===== src/rtl/sra_pkg.sv =====
// shared types and constants for the safe resource allocator
// action, status and state codes, beat layout, lane control and flag structs
// no dependencies
package sra_pkg;

	localparam int FIELD_W   = 8;   // width of one amount or claim field on the bus
	localparam int WIDE_W    = 16;  // headroom for clamping fields to the count width
	localparam int LANES_IN  = 4;   // amount and claim fields carried per beat
	localparam int PROC_W    = 3;
	localparam int ACTION_W  = 2;
	localparam int STATUS_W  = 3;
	localparam int IN_DATA_W = 72;
	localparam int OUT_DATA_W = 8;
	localparam int AMT_LSB   = 3;
	localparam int CLM_LSB   = 35;

	typedef enum logic [ACTION_W-1:0] {
		ACT_LOAD     = 2'd0,
		ACT_SET_FREE = 2'd1,
		ACT_REQUEST  = 2'd2,
		ACT_RELEASE  = 2'd3
	} action_t;

	typedef enum logic [STATUS_W-1:0] {
		STATUS_DONE       = 3'd0,
		STATUS_OVER_CLAIM = 3'd1,
		STATUS_OVER_FREE  = 3'd2,
		STATUS_UNSAFE     = 3'd3,
		STATUS_OVER_HELD  = 3'd4,
		STATUS_BAD_LOAD   = 3'd5
	} status_t;

	typedef enum logic [1:0] {
		S_IDLE,
		S_CHECK,
		S_WALK,
		S_FIN
	} state_t;

	// broadcast from the controller to every resource lane
	typedef struct packed {
		logic              walk_init;
		logic              walk_step;
		logic              commit;
		action_t           action;
		logic [PROC_W-1:0] process;
		logic [PROC_W-1:0] pick;
	} lane_ctrl_t;

	// per-lane check results for the selected process row
	typedef struct packed {
		logic over_claim;
		logic over_free;
		logic over_held;
		logic bad_load;
	} lane_flags_t;

	// combined view of all lanes
	typedef struct packed {
		logic              over_claim;
		logic              over_free;
		logic              over_held;
		logic              bad_load;
		logic              any_fit;
		logic              all_done;
		logic [PROC_W-1:0] pick;
	} merge_t;

endpackage


===== src/rtl/sra_lane.sv =====
// one resource lane: claim and held columns, free count and safety-walk work count
// depends on sra_pkg
module sra_lane
	import sra_pkg::*;
#(
	parameter int PROCESSES  = 8,
	parameter int COUNT_BITS = 8
) (
	input  logic                  clk,
	input  logic                  arst_n,
	input  lane_ctrl_t            ctrl,
	input  logic [COUNT_BITS-1:0] amount,
	input  logic [COUNT_BITS-1:0] claim,
	output lane_flags_t           flags,
	output logic [PROCESSES-1:0]  fit
);

	localparam logic [COUNT_BITS-1:0] COUNT_MAX = '1;

	logic [COUNT_BITS-1:0] claim_q [PROCESSES];
	logic [COUNT_BITS-1:0] held_q  [PROCESSES];
	logic [COUNT_BITS-1:0] free_q;
	logic [COUNT_BITS-1:0] work_q;

	logic [COUNT_BITS-1:0] held_eff [PROCESSES];
	logic [COUNT_BITS-1:0] sel_claim;
	logic [COUNT_BITS-1:0] sel_held;
	logic [COUNT_BITS-1:0] pick_held;
	logic [COUNT_BITS:0]   work_sum;
	logic [COUNT_BITS:0]   free_sum;

	// trial held column: the requesting row carries the requested units
	always_comb begin
		sel_claim = '0;
		sel_held  = '0;
		pick_held = '0;
		for (int p = 0; p < PROCESSES; p++) begin
			held_eff[p] = held_q[p] + ((ctrl.process == PROC_W'(p)) ? amount : '0);
			fit[p]      = (claim_q[p] - held_eff[p]) <= work_q;
			if (ctrl.process == PROC_W'(p)) begin
				sel_claim = claim_q[p];
				sel_held  = held_q[p];
			end
			if (ctrl.pick == PROC_W'(p)) begin
				pick_held = held_eff[p];
			end
		end
	end

	assign flags.bad_load   = amount > claim;
	assign flags.over_claim = amount > (sel_claim - sel_held);
	assign flags.over_free  = amount > free_q;
	assign flags.over_held  = amount > sel_held;

	assign work_sum = {1'b0, work_q} + {1'b0, pick_held};
	assign free_sum = {1'b0, free_q} + {1'b0, amount};

	always_ff @(posedge clk or negedge arst_n) begin
		if (!arst_n) begin
			for (int p = 0; p < PROCESSES; p++) begin
				claim_q[p] <= '0;
				held_q[p]  <= '0;
			end
			free_q <= '0;
			work_q <= '0;
		end else begin
			if (ctrl.walk_init) begin
				work_q <= free_q - amount;
			end else if (ctrl.walk_step) begin
				work_q <= work_sum[COUNT_BITS] ? COUNT_MAX : work_sum[COUNT_BITS-1:0];
			end
			if (ctrl.commit) begin
				unique case (ctrl.action)
					ACT_LOAD: begin
						for (int p = 0; p < PROCESSES; p++) begin
							if (ctrl.process == PROC_W'(p)) begin
								claim_q[p] <= claim;
								held_q[p]  <= amount;
							end
						end
					end
					ACT_SET_FREE: begin
						free_q <= amount;
					end
					ACT_REQUEST: begin
						for (int p = 0; p < PROCESSES; p++) begin
							if (ctrl.process == PROC_W'(p)) begin
								held_q[p] <= held_q[p] + amount;
							end
						end
						free_q <= free_q - amount;
					end
					ACT_RELEASE: begin
						for (int p = 0; p < PROCESSES; p++) begin
							if (ctrl.process == PROC_W'(p)) begin
								held_q[p] <= held_q[p] - amount;
							end
						end
						free_q <= free_sum[COUNT_BITS] ? COUNT_MAX : free_sum[COUNT_BITS-1:0];
					end
					default: begin
					end
				endcase
			end
		end
	end

endmodule


===== src/rtl/sra_merge.sv =====
// merging stage: ors the lane checks, ands the lane fit vectors and picks the
// next process to finish in the safety walk; holds the finished-process flags
// depends on sra_pkg
module sra_merge
	import sra_pkg::*;
#(
	parameter int PROCESSES = 8,
	parameter int RESOURCES = 4
) (
	input  logic                                 clk,
	input  logic                                 arst_n,
	input  lane_ctrl_t                           ctrl,
	input  lane_flags_t                          lane_flags [RESOURCES],
	input  logic [RESOURCES-1:0][PROCESSES-1:0]  lane_fit,
	output merge_t                               merged
);

	logic [PROCESSES-1:0] done_q;
	logic [PROCESSES-1:0] cand;

	always_comb begin
		merged = '0;
		for (int r = 0; r < RESOURCES; r++) begin
			merged.over_claim = merged.over_claim | lane_flags[r].over_claim;
			merged.over_free  = merged.over_free  | lane_flags[r].over_free;
			merged.over_held  = merged.over_held  | lane_flags[r].over_held;
			merged.bad_load   = merged.bad_load   | lane_flags[r].bad_load;
		end
		// a process can finish when every lane covers its need and it is not done yet
		cand = ~done_q;
		for (int r = 0; r < RESOURCES; r++) begin
			cand = cand & lane_fit[r];
		end
		// lowest index wins
		for (int p = PROCESSES - 1; p >= 0; p--) begin
			if (cand[p]) begin
				merged.pick = PROC_W'(p);
			end
		end
		merged.any_fit  = |cand;
		merged.all_done = &done_q;
	end

	always_ff @(posedge clk or negedge arst_n) begin
		if (!arst_n) begin
			done_q <= '0;
		end else if (ctrl.walk_init) begin
			done_q <= '0;
		end else if (ctrl.walk_step) begin
			for (int p = 0; p < PROCESSES; p++) begin
				if (merged.pick == PROC_W'(p)) begin
					done_q[p] <= 1'b1;
				end
			end
		end
	end

endmodule


===== src/rtl/safe_resource_allocator_core.sv =====
// top level of the safe resource allocator (banker's scheme)
// depends on sra_pkg, sra_lane and sra_merge
//
// Each input beat carries one action: load a process's claim and held rows, set the
// free-units vector, request units for a process, or release them. Every beat gives
// exactly one result beat with a granted flag and a status code. A request is granted
// only when it stays within the process's remaining need, fits in the free units and
// leaves a state in which every process can still run to completion. One lane per
// resource holds that resource's column of the claim and held tables plus its free
// count; a merging stage combines the lane checks. A beat is taken in the idle state,
// checked in the next cycle, and the result is registered in a finish cycle. A request
// that passes its checks runs the safety walk, which finishes one process per cycle
// (lowest index first among those that fit) and ends once no further process fits.
// A result waiting in the output register does not stop the next beat from being
// taken; only the finish cycle waits for the output register to free up.
// Amounts and claims above 2^COUNT_BITS-1 are clamped; free counts saturate on
// release.
module safe_resource_allocator_core
	import sra_pkg::*;
#(
	parameter int PROCESSES  = 8,
	parameter int RESOURCES  = 4,
	parameter int COUNT_BITS = 8
) (
	input  logic                  clk,
	input  logic                  arst_n,
	input  logic                  s_tvalid,
	output logic                  s_tready,
	// process [2:0], amount_r0..amount_r3 [34:3], claim_r0..claim_r3 [66:35], zero pad
	input  logic [IN_DATA_W-1:0]  s_tdata,
	// action [1:0]
	input  logic [ACTION_W-1:0]   s_tuser,
	output logic                  m_tvalid,
	input  logic                  m_tready,
	// granted [0], status [3:1], zero pad
	output logic [OUT_DATA_W-1:0] m_tdata
);

	localparam logic [WIDE_W-1:0] COUNT_MAX_WIDE = WIDE_W'((32'd1 << COUNT_BITS) - 1);
	localparam logic [PROC_W:0]   PROC_LIMIT     = (PROC_W + 1)'(PROCESSES);

	state_t                state_q;
	state_t                state_nxt;
	action_t               action_q;
	logic [PROC_W-1:0]     proc_q;
	logic [COUNT_BITS-1:0] amt_q [RESOURCES];
	logic [COUNT_BITS-1:0] clm_q [RESOURCES];
	logic [COUNT_BITS-1:0] amt_in [RESOURCES];
	logic [COUNT_BITS-1:0] clm_in [RESOURCES];

	status_t               status_q;
	status_t               check_status;
	logic                  check_walk;
	logic                  in_range;
	logic                  slot_free;
	logic                  accept;

	logic                  out_valid_q;
	status_t               out_status_q;

	lane_ctrl_t            ctrl;
	lane_flags_t           lane_flags [RESOURCES];
	logic [RESOURCES-1:0][PROCESSES-1:0] lane_fit;
	merge_t                merged;

	// unpack and clamp the per-lane fields of the incoming beat
	for (genvar r = 0; r < RESOURCES; r++) begin : g_unpack
		logic [WIDE_W-1:0] amt_wide;
		logic [WIDE_W-1:0] clm_wide;
		assign amt_wide  = WIDE_W'(s_tdata[AMT_LSB + FIELD_W*r +: FIELD_W]);
		assign clm_wide  = WIDE_W'(s_tdata[CLM_LSB + FIELD_W*r +: FIELD_W]);
		assign amt_in[r] = (amt_wide > COUNT_MAX_WIDE) ? COUNT_MAX_WIDE[COUNT_BITS-1:0]
		                                               : amt_wide[COUNT_BITS-1:0];
		assign clm_in[r] = (clm_wide > COUNT_MAX_WIDE) ? COUNT_MAX_WIDE[COUNT_BITS-1:0]
		                                               : clm_wide[COUNT_BITS-1:0];
	end

	assign accept    = s_tvalid && s_tready;
	assign slot_free = !out_valid_q || m_tready;
	assign in_range  = {1'b0, proc_q} < PROC_LIMIT;

	// item registers, loaded on the accepted beat
	always_ff @(posedge clk) begin
		if (accept) begin
			action_q <= action_t'(s_tuser);
			proc_q   <= s_tdata[PROC_W-1:0];
			for (int r = 0; r < RESOURCES; r++) begin
				amt_q[r] <= amt_in[r];
				clm_q[r] <= clm_in[r];
			end
		end
	end

	// resource lanes
	for (genvar r = 0; r < RESOURCES; r++) begin : g_lane
		sra_lane #(
			.PROCESSES  (PROCESSES),
			.COUNT_BITS (COUNT_BITS)
		) u_lane (
			.clk    (clk),
			.arst_n (arst_n),
			.ctrl   (ctrl),
			.amount (amt_q[r]),
			.claim  (clm_q[r]),
			.flags  (lane_flags[r]),
			.fit    (lane_fit[r])
		);
	end

	sra_merge #(
		.PROCESSES (PROCESSES),
		.RESOURCES (RESOURCES)
	) u_merge (
		.clk        (clk),
		.arst_n     (arst_n),
		.ctrl       (ctrl),
		.lane_flags (lane_flags),
		.lane_fit   (lane_fit),
		.merged     (merged)
	);

	// action checks in priority order; a request that passes goes to the walk
	always_comb begin
		check_status = STATUS_DONE;
		check_walk   = 1'b0;
		unique case (action_q)
			ACT_LOAD: begin
				if (!in_range || merged.bad_load) begin
					check_status = STATUS_BAD_LOAD;
				end
			end
			ACT_SET_FREE: begin
				check_status = STATUS_DONE;
			end
			ACT_REQUEST: begin
				if (!in_range || merged.over_claim) begin
					check_status = STATUS_OVER_CLAIM;
				end else if (merged.over_free) begin
					check_status = STATUS_OVER_FREE;
				end else begin
					check_walk = 1'b1;
				end
			end
			ACT_RELEASE: begin
				if (!in_range || merged.over_held) begin
					check_status = STATUS_OVER_HELD;
				end
			end
			default: begin
				check_status = STATUS_DONE;
			end
		endcase
	end

	// next state
	always_comb begin
		state_nxt = state_q;
		unique case (state_q)
			S_IDLE: begin
				if (accept) begin
					state_nxt = S_CHECK;
				end
			end
			S_CHECK: begin
				state_nxt = check_walk ? S_WALK : S_FIN;
			end
			S_WALK: begin
				if (!merged.any_fit) begin
					state_nxt = S_FIN;
				end
			end
			S_FIN: begin
				if (slot_free) begin
					state_nxt = S_IDLE;
				end
			end
			default: begin
				state_nxt = S_IDLE;
			end
		endcase
	end

	// controller outputs
	always_comb begin
		ctrl.action    = action_q;
		ctrl.process   = proc_q;
		ctrl.pick      = merged.pick;
		ctrl.walk_init = 1'b0;
		ctrl.walk_step = 1'b0;
		ctrl.commit    = 1'b0;
		s_tready       = 1'b0;
		unique case (state_q)
			S_IDLE: begin
				s_tready = 1'b1;
			end
			S_CHECK: begin
				ctrl.walk_init = check_walk;
			end
			S_WALK: begin
				ctrl.walk_step = merged.any_fit;
			end
			S_FIN: begin
				ctrl.commit = slot_free && (status_q == STATUS_DONE);
			end
			default: begin
				s_tready = 1'b0;
			end
		endcase
	end

	always_ff @(posedge clk or negedge arst_n) begin
		if (!arst_n) begin
			state_q <= S_IDLE;
		end else begin
			state_q <= state_nxt;
		end
	end

	// status of the item in flight: set by the checks, or by the end of the walk
	always_ff @(posedge clk or negedge arst_n) begin
		if (!arst_n) begin
			status_q <= STATUS_DONE;
		end else if (state_q == S_CHECK) begin
			status_q <= check_status;
		end else if (state_q == S_WALK && !merged.any_fit) begin
			status_q <= merged.all_done ? STATUS_DONE : STATUS_UNSAFE;
		end
	end

	// output register, parts the result side from the item side
	always_ff @(posedge clk or negedge arst_n) begin
		if (!arst_n) begin
			out_valid_q  <= 1'b0;
			out_status_q <= STATUS_DONE;
		end else if (state_q == S_FIN && slot_free) begin
			out_valid_q  <= 1'b1;
			out_status_q <= status_q;
		end else if (m_tready) begin
			out_valid_q  <= 1'b0;
		end
	end

	assign m_tvalid = out_valid_q;
	assign m_tdata  = {(OUT_DATA_W - STATUS_W - 1)'(0), out_status_q,
	                   out_status_q == STATUS_DONE};

	// a walk that runs out of candidates always moves on to the finish cycle
	a_walk_ends: assert property (@(posedge clk) disable iff (!arst_n)
		(state_q == S_WALK && !merged.any_fit) |=> (state_q == S_FIN))
		else $error("safety walk did not end when no process fits");

	// a walk that leaves some process unfinished is reported unsafe
	a_unsafe: assert property (@(posedge clk) disable iff (!arst_n)
		(state_q == S_WALK && !merged.any_fit && !merged.all_done)
		|=> (status_q == STATUS_UNSAFE))
		else $error("unfinished walk not reported unsafe");

	// tables change only for a granted item
	a_commit_done: assert property (@(posedge clk) disable iff (!arst_n)
		ctrl.commit |=> (out_valid_q && out_status_q == STATUS_DONE))
		else $error("state committed without a granted result");

	// no new beat is taken while an item is still being worked on
	a_one_item: assert property (@(posedge clk) disable iff (!arst_n)
		accept |=> (!s_tready ##1 !s_tready))
		else $error("beat taken while an item is in flight");

endmodule


===== config.mk =====
export PLATFORM = sky130hd
export DESIGN_NAME = safe_resource_allocator_core
export DESIGN_NICKNAME = d
export VERILOG_FILES = /design/src/rtl/sra_pkg.sv /design/src/rtl/sra_lane.sv /design/src/rtl/sra_merge.sv /design/src/rtl/safe_resource_allocator_core.sv
export SDC_FILE = /design/constraint.sdc
export NUM_CORES = 2
export LEC_CHECK = 0
export ABC_AREA = 1
export BUFFER_PORTS_ARGS = -buffer_cell sky130_fd_sc_hd__buf_2
export CORE_ASPECT_RATIO = 1.25
export CORE_UTILIZATION = 40
export CTS_BUF_LIST = sky130_fd_sc_hd__clkbuf_16
export CTS_CLUSTER_DIAMETER = 120
export DETAILED_ROUTE_END_ITERATION = 8
export GPL_TIMING_DRIVEN = 0
export PLACE_DENSITY_LB_ADDON = 0.12
export SKIP_CTS_REPAIR_TIMING = 1
export SYNTH_ARGS = -nofsm -noshare
export SYNTH_HDL_FRONTEND = slang
export SYNTH_HIERARCHICAL = 1
export SYNTH_SLANG_ARGS = --single-unit

===== constraint.sdc =====
create_clock -name clk -period 10.6 [get_ports clk]
set_input_delay 1.59 -clock clk [delete_from_list [all_inputs] [get_ports clk]]
set_output_delay 1.59 -clock clk [all_outputs]
set_load 0.05 [all_outputs]

# Word-level counts from Yosys, hierarchy flattened
# Memory sizes are Yosys's and may differ from the RTL's.
# Index checks and enable logic that the tools add are counted.
[word_totals]
regBits = 598
ramBits = 64
input_bits = 78
out_inout_bits = 10
wordCells = 704
memories = 2
[memory_table]
columns = ["name", "depth", "width", "rd", "rd_ports_with_merged_regs", "wr", "line_no", "source"]
rows = [
  ["amt_q", 4, 8, 4, 0, 4, "safe_resource_allocator_core.sv:46", "logic [COUNT_BITS-1:0] amt_q [RESOURCES];"],
  ["clm_q", 4, 8, 4, 0, 4, "safe_resource_allocator_core.sv:47", "logic [COUNT_BITS-1:0] clm_q [RESOURCES];"],
]
[classes]
n_addsub = 144
magnitude_cmp = 56
n_eq_ne = 47
mux = 298
bitwise_logic = 17
reduce_logical = 54
[op_table]
columns = ["cell", "n"]
rows = [
  ["2-to-1 mux 8 bit", 250],
  ["case mux 64 bit (3 select lines)", 4],
  ["subtractor 8 bit", 72],
  ["adder 8 bit", 64],
  ["less-or-equal comparator 8 bit", 32],
  ["> comparator 8 bit", 16],
  ["case mux 8 bit (3 select lines)", 4],
  ["adder 8 x 8 -> 9 bit", 8],
  ["> comparator 8 bit, second input constant", 8],
  ["inequality test 2 x 1 -> 1 bit, second input constant", 24],
  ["AND reduction 5 bit", 8],
  ["2-to-1 mux 3 bit", 12],
  ["AND 8 bit", 4],
  ["AND reduction 3 bit", 9],
  ["== test 3 bit, second input constant", 8],
  ["nonzero test 2 bit", 11],
  ["2-to-1 mux 1 bit", 20],
  ["AND reduction 2 bit", 9],
  ["== test 3 x 2 -> 1 bit, second input constant", 4],
  ["zero test 3 bit", 4],
  ["2-to-1 mux 2 bit", 6],
  ["bitwise OR 1 bit", 12],
  ["case mux 3 bit (4 select lines)", 1],
  ["== test 2 bit, second input constant", 4],
  ["other kinds (12)", 22],
]

# Depth between registers and ports, before layout
[depth]
depth_word = 30
ltp_mapped = 59
mapped_depth_nobuf = 56

# Modules after synthesis
# The synthesis kept the hierarchy.
[modules_own_cells]
columns = ["mod", "instances", "cells_per_inst", "area_per_inst_um2"]
rows = [
  ["sra_lane (g_lane[2].u_lane)", 1, 2606, 18109.9],
  ["sra_lane (g_lane[3].u_lane)", 1, 2629, 18091.1],
  ["sra_lane (g_lane[1].u_lane)", 1, 2598, 17925.9],
  ["sra_lane (g_lane[0].u_lane)", 1, 2542, 17697.0],
  ["safe_resource_allocator_core", 1, 149, 2670.1],
  ["sra_merge", 1, 96, 730.7],
]

# Worst setup path before layout
# OpenSTA, ideal clock, no wires.
[synth_path]
path_kind = "reg2reg"
start = "register proc_q[2]"
end = "register g_lane[3].u_lane.work_q[1]"
setup_ns = 0.132
arrival_ns = 7.659
required_ns = 10.468
path_slack_ns = 2.810
path_stages_with_launch = 52
synth_period_minus_slack_ns = 7.790
path_cell_list = "edfxtp_1 > inv_2 > nor2_2 > inv_1 > clkbuf_1 > clkbuf_1 > nor2_1 > ha_1 > fa_1 > a21oi_1 > o21ai_0 > nand2_1 > nand2_1 > a21oi_1 > xor2_1 > ha_1 > nand2_1 > inv_1 > [... 16 more ...] > nand2_2 > nand2_4 > nand2_4 > inv_1 > inv_1 > nand3_1 > inv_1 > nand2_1 > nand3_1 > a221oi_1 > nand4_1 > ha_1 > fa_1 > nand3_1 > nand3_1 > a21oi_1 > nor3b_1 > o22ai_1"
[synth_lines]
columns = ["element", "line_no", "source"]
rows = [
  ["start, declared", "safe_resource_allocator_core.sv:45", "logic [PROC_W-1:0] proc_q;"],
  ["start signal, assigned", "safe_resource_allocator_core.sv:86", "proc_q <= s_tdata[PROC_W-1:0];"],
  ["end signal, assigned", "sra_lane.sv:68", "work_q <= free_q - amount;"],
  ["end signal, assigned", "sra_lane.sv:70", "work_q <= work_sum[COUNT_BITS] ? COUNT_MAX : work_sum[COUNT_BITS-1:0];"],
  ["end, declared", "sra_lane.sv:23", "logic [COUNT_BITS-1:0] work_q;"],
]

==> metrics.md <==
| Metric | Value |
|---|---|
| Cell with the largest stage delay on the worst path | `a21oi_4` |
| Leakage | `41.3 nW` |
| Port-buffer cells | `approximately 80` |
| Critical path fanouts, max | `11` |
| GPL Wtd Cong | `around 0.96` |
| Dpl hpwl | `229000 um` |
| Maximum ir drop on the vdd rail | `roughly 0.16 mV` |
| Most repeated cell in the gate-level netlist after synthesis | `nand2_1` |
| GRT Total Usage | `0.292` |
| Relative slew slack | `0.0644` |
| Wire length of the first global-routing pass | `between 400000 and 500000 um` |
| Startpoint class of the critical path | `flop` |
| Setup Skew | `about 0.032 ns` |
| Worst setup EP type | `flop` |
| Met3 routing resource usage after global routing | `0.0268` |
| Share of async-settable or async-resettable flops after synthesis | `0.896` |
| Initial drt markers | `around 5.9k` |
| Class of the worst hold path | `reg2reg` |
| Primary flip-flop cell chosen by synthesis mapping | `dfrtp_1` |
| Data required, critical path | `11.17 ns` |
| CTS tree | `done` |
| Worst-case clock buffer depth | `3` |
| Post-route clock period utilization | `0.951` |
| Placed insts | `roughly 13k` |
| Clock-pin transition on the worst setup and hold timing paths | `approximately 0.060 ns` |
| Area growth from synthesis to final layout | `9.35%` |
| Worst-margin pin slew | `between 1 and 1.5 ns` |
| Placed cell area | `a little under 0.08 mm2` |
| Post-detailed-route count of antenna-violating nets | `0` |
| Critical path start-end classification | `reg2reg` |
| Status | `completed` |
| Met2 Usage GRT | `0.502` |
| Worst hold slack | `0.485 ns` |
| Post-Synthesis Mean Instance Area | `around 7.1 um2` |
| TritonCTS Sinks | `662` |
| Die boundary width | `just under 400 um` |
| Endpoints failing setup | `0` |
| Area of the placeable core | `around 0.19 mm2` |
| Number of antenna violations at the first check in global routing | `12` |
| Met1 capacity usage during global routing | `0.369` |
| Time the worst path needs with I/O delays and setup | `10.08 ns` |
| Clock latency on the worst-skew pair | `a little over 0.7 ns` |
| I/O pin total | `88` |
| Ranking of synthesized cells by instance count | `2291 x nand2_1, 1353 x inv_1, 1169 x ha_1` |
| Number of enable flip-flop cells after synthesis | `69` |
| FMAX | `around 99 MHz` |
| Number of H-tree branching levels | `3` |
| Filler Cell Count | `between 15k and 20k` |
| Starting Density | `0.403` |
| Gate count of the mapped netlist | `roughly 11k` |
| Remaining global-route overflow | `0` |
| Routed via count divided by cell count | `between 5 and 6` |
| Endpoints failing hold | `0` |
| FF+latch area | `about 0.017 mm2` |
| Final wirelength | `283000 um` |
| Yosys cell types | `75` |
| Total area of multi-input combinational cells | `around 0.052 mm2` |
| Floorplan die height | `487 um` |
| Post-layout power | `around 29 mW` |
| Largest cells by area after synthesis | `dfrtp_1 20%, ha_1 19%, nand2_1 11%` |
| Largest incremental delay on the critical path | `0.77 ns` |
| Syn. warnings | `6` |
| Drc violations | `0` |
| Clk root buf | `clkbuf_16` |
| MaxCap Viol Count | `0` |
| Post-layout instance area | `about 0.08 mm2` |
| Via count | `roughly 74k` |
| Proportion of synthesized chip area in sequential cells | `0.225` |
| FP Rows | `approximately 180` |
| Routing layer with the top usage in global route | `met2` |
| Top-area cell type share of the netlist area | `0.197` |
| Cell taking the most area after synthesis | `dfrtp_1` |
| Count of non-filler cells in the finished layout | `13.4k` |
| Flip-flop and latch count after synthesis | `~660` |
| First-pass detailed-route iteration total | `6` |
| Final-stage net count | `between 10k and 15k` |
| Arrival @ worst endpoint | `10.65 ns` |
| Largest net degree at the start of global routing | `around 100` |
| Number of global-route vias before repair | `around 72k` |
| Share of final-layout standard cells stronger than drive strength 1 | `0.0537` |
| Routed len/inst | `between 20 and 25 um` |
| Cell area after technology mapping | `0.0752 mm2` |
| Power density of the placed cells | `~350 mW/mm2` |
| Number of buffers created by CTS | `86` |
| DIE AREA | `~0.19 mm2` |
| Max-slew violation total from the final report | `0` |
==> stage by stage <==
stage	setup TNS (ns)	setup slack [ns]	utilization
after detailed placement	-17.71	-0.920	0.425
after global placement	-3597.05	-6.25	0.422
after CTS	-19.10	-0.949	0.440
after global routing	-0.00111	-0.00111	0.441
after floorplan	0	2.81	-
final	0	0.520	0.441
==> cell families after synthesis <==
logic type / count (synthesis) / share of synthesized area
and+or+nand+nor: 4232 / 0.241
AOI/OAI and AO/OA: 2362 / 0.173
buffers and inverters: 1631 / 0.0840
adders and majority gates: 1281 / 0.224
DFF: 662 / 0.225
xor gates and xnor gates: 451 / 0.0527
other: 1 / 0.0000499
==> where the power goes <==
group          internal, mW  leakage [nW]  switching, mW
combinational          7.75          31.7           13.6
clock                  1.70          1.37           1.29
sequential             3.31          8.24           1.24
total                  12.8          41.3           16.2
==> worst max-delay path, delay by kind of cell (launching register included) <==
family,cells,cell delay [ns]
compound gates,11,3.13
simple gates,17,2.27
fa+ha+maj,5,1.74
buf+inv,7,1.37
xor+xnor,3,0.81
flops,1,0.57
==> area by class of cell <==
type | count | share of cell area
diodes | 4 | 0.000122
plain buffers | 204 | 0.0117
clock buffers | 88 | 0.0268
clock inverters | 65 | 0.00663
inverters | 1424 | 0.0652
multi-input cells | 8331 | 0.634
flip-flops and latches | 662 | 0.206
well taps | 2506 | 0.0381
repair buffers | 111 | 0.0123
==> sequential cells by signal, indices dropped and copies added (netlist names), 2 cells and up <==
| name | count |
|---|---|
| status_q | 3 |
| g_lane.u_lane/work_q | 32 |
| g_lane.u_lane/claim_q | 256 |
| proc_q | 3 |
| g_lane.u_lane/held_q | 256 |
| amt_q | 32 |
| g_lane.u_lane/free_q | 32 |
| u_merge/done_q | 8 |
| clm_q | 32 |
| out_status_q | 3 |
| action_q | 2 |
| state_q | 2 |
==> per-layer routing <==
layer	wire length, um	vias to the layer above
met3	14500	575
met1	121000	35100
met5	13	-
met4	13800	2
li1	-	36300
met2	134000	2332
==> path summary, 6_finish.rpt <==
kind	start	end	slack, ns	depth (start not counted)
max	proc_q[2]	g_lane[3].u_lane/work_q[1]	0.52	43
min in group asynchronous	arst_n	g_lane[0].u_lane/held_q[61]	0.80	1
max reg2reg	proc_q[2]	g_lane[3].u_lane/work_q[1]	0.52	43
min	g_lane[3].u_lane/claim_q[40]	g_lane[3].u_lane/claim_q[40]	0.49	2
min reg2reg	g_lane[3].u_lane/claim_q[40]	g_lane[3].u_lane/claim_q[40]	0.49	2
max in group asynchronous	arst_n	g_lane[1].u_lane/held_q[43]	7.46	5
==> layout by cell type, fill, tap and decap left out, drive strengths merged, types with 63 or more instances in the layout <==
master  instances
o21ai         797
buf           195
nand4         168
inv          1421
nor2          846
ha           1169
xor2          245
nand2        2325
nand3         592
clkbuf        208
nand3b         63
fa            112
edfxtp         69
nor3          121
a31oi         108
dfrtp         593
xnor2         206
or2            93
a21oi        1126
Note: power is estimated with default switching activity, not from simulation.
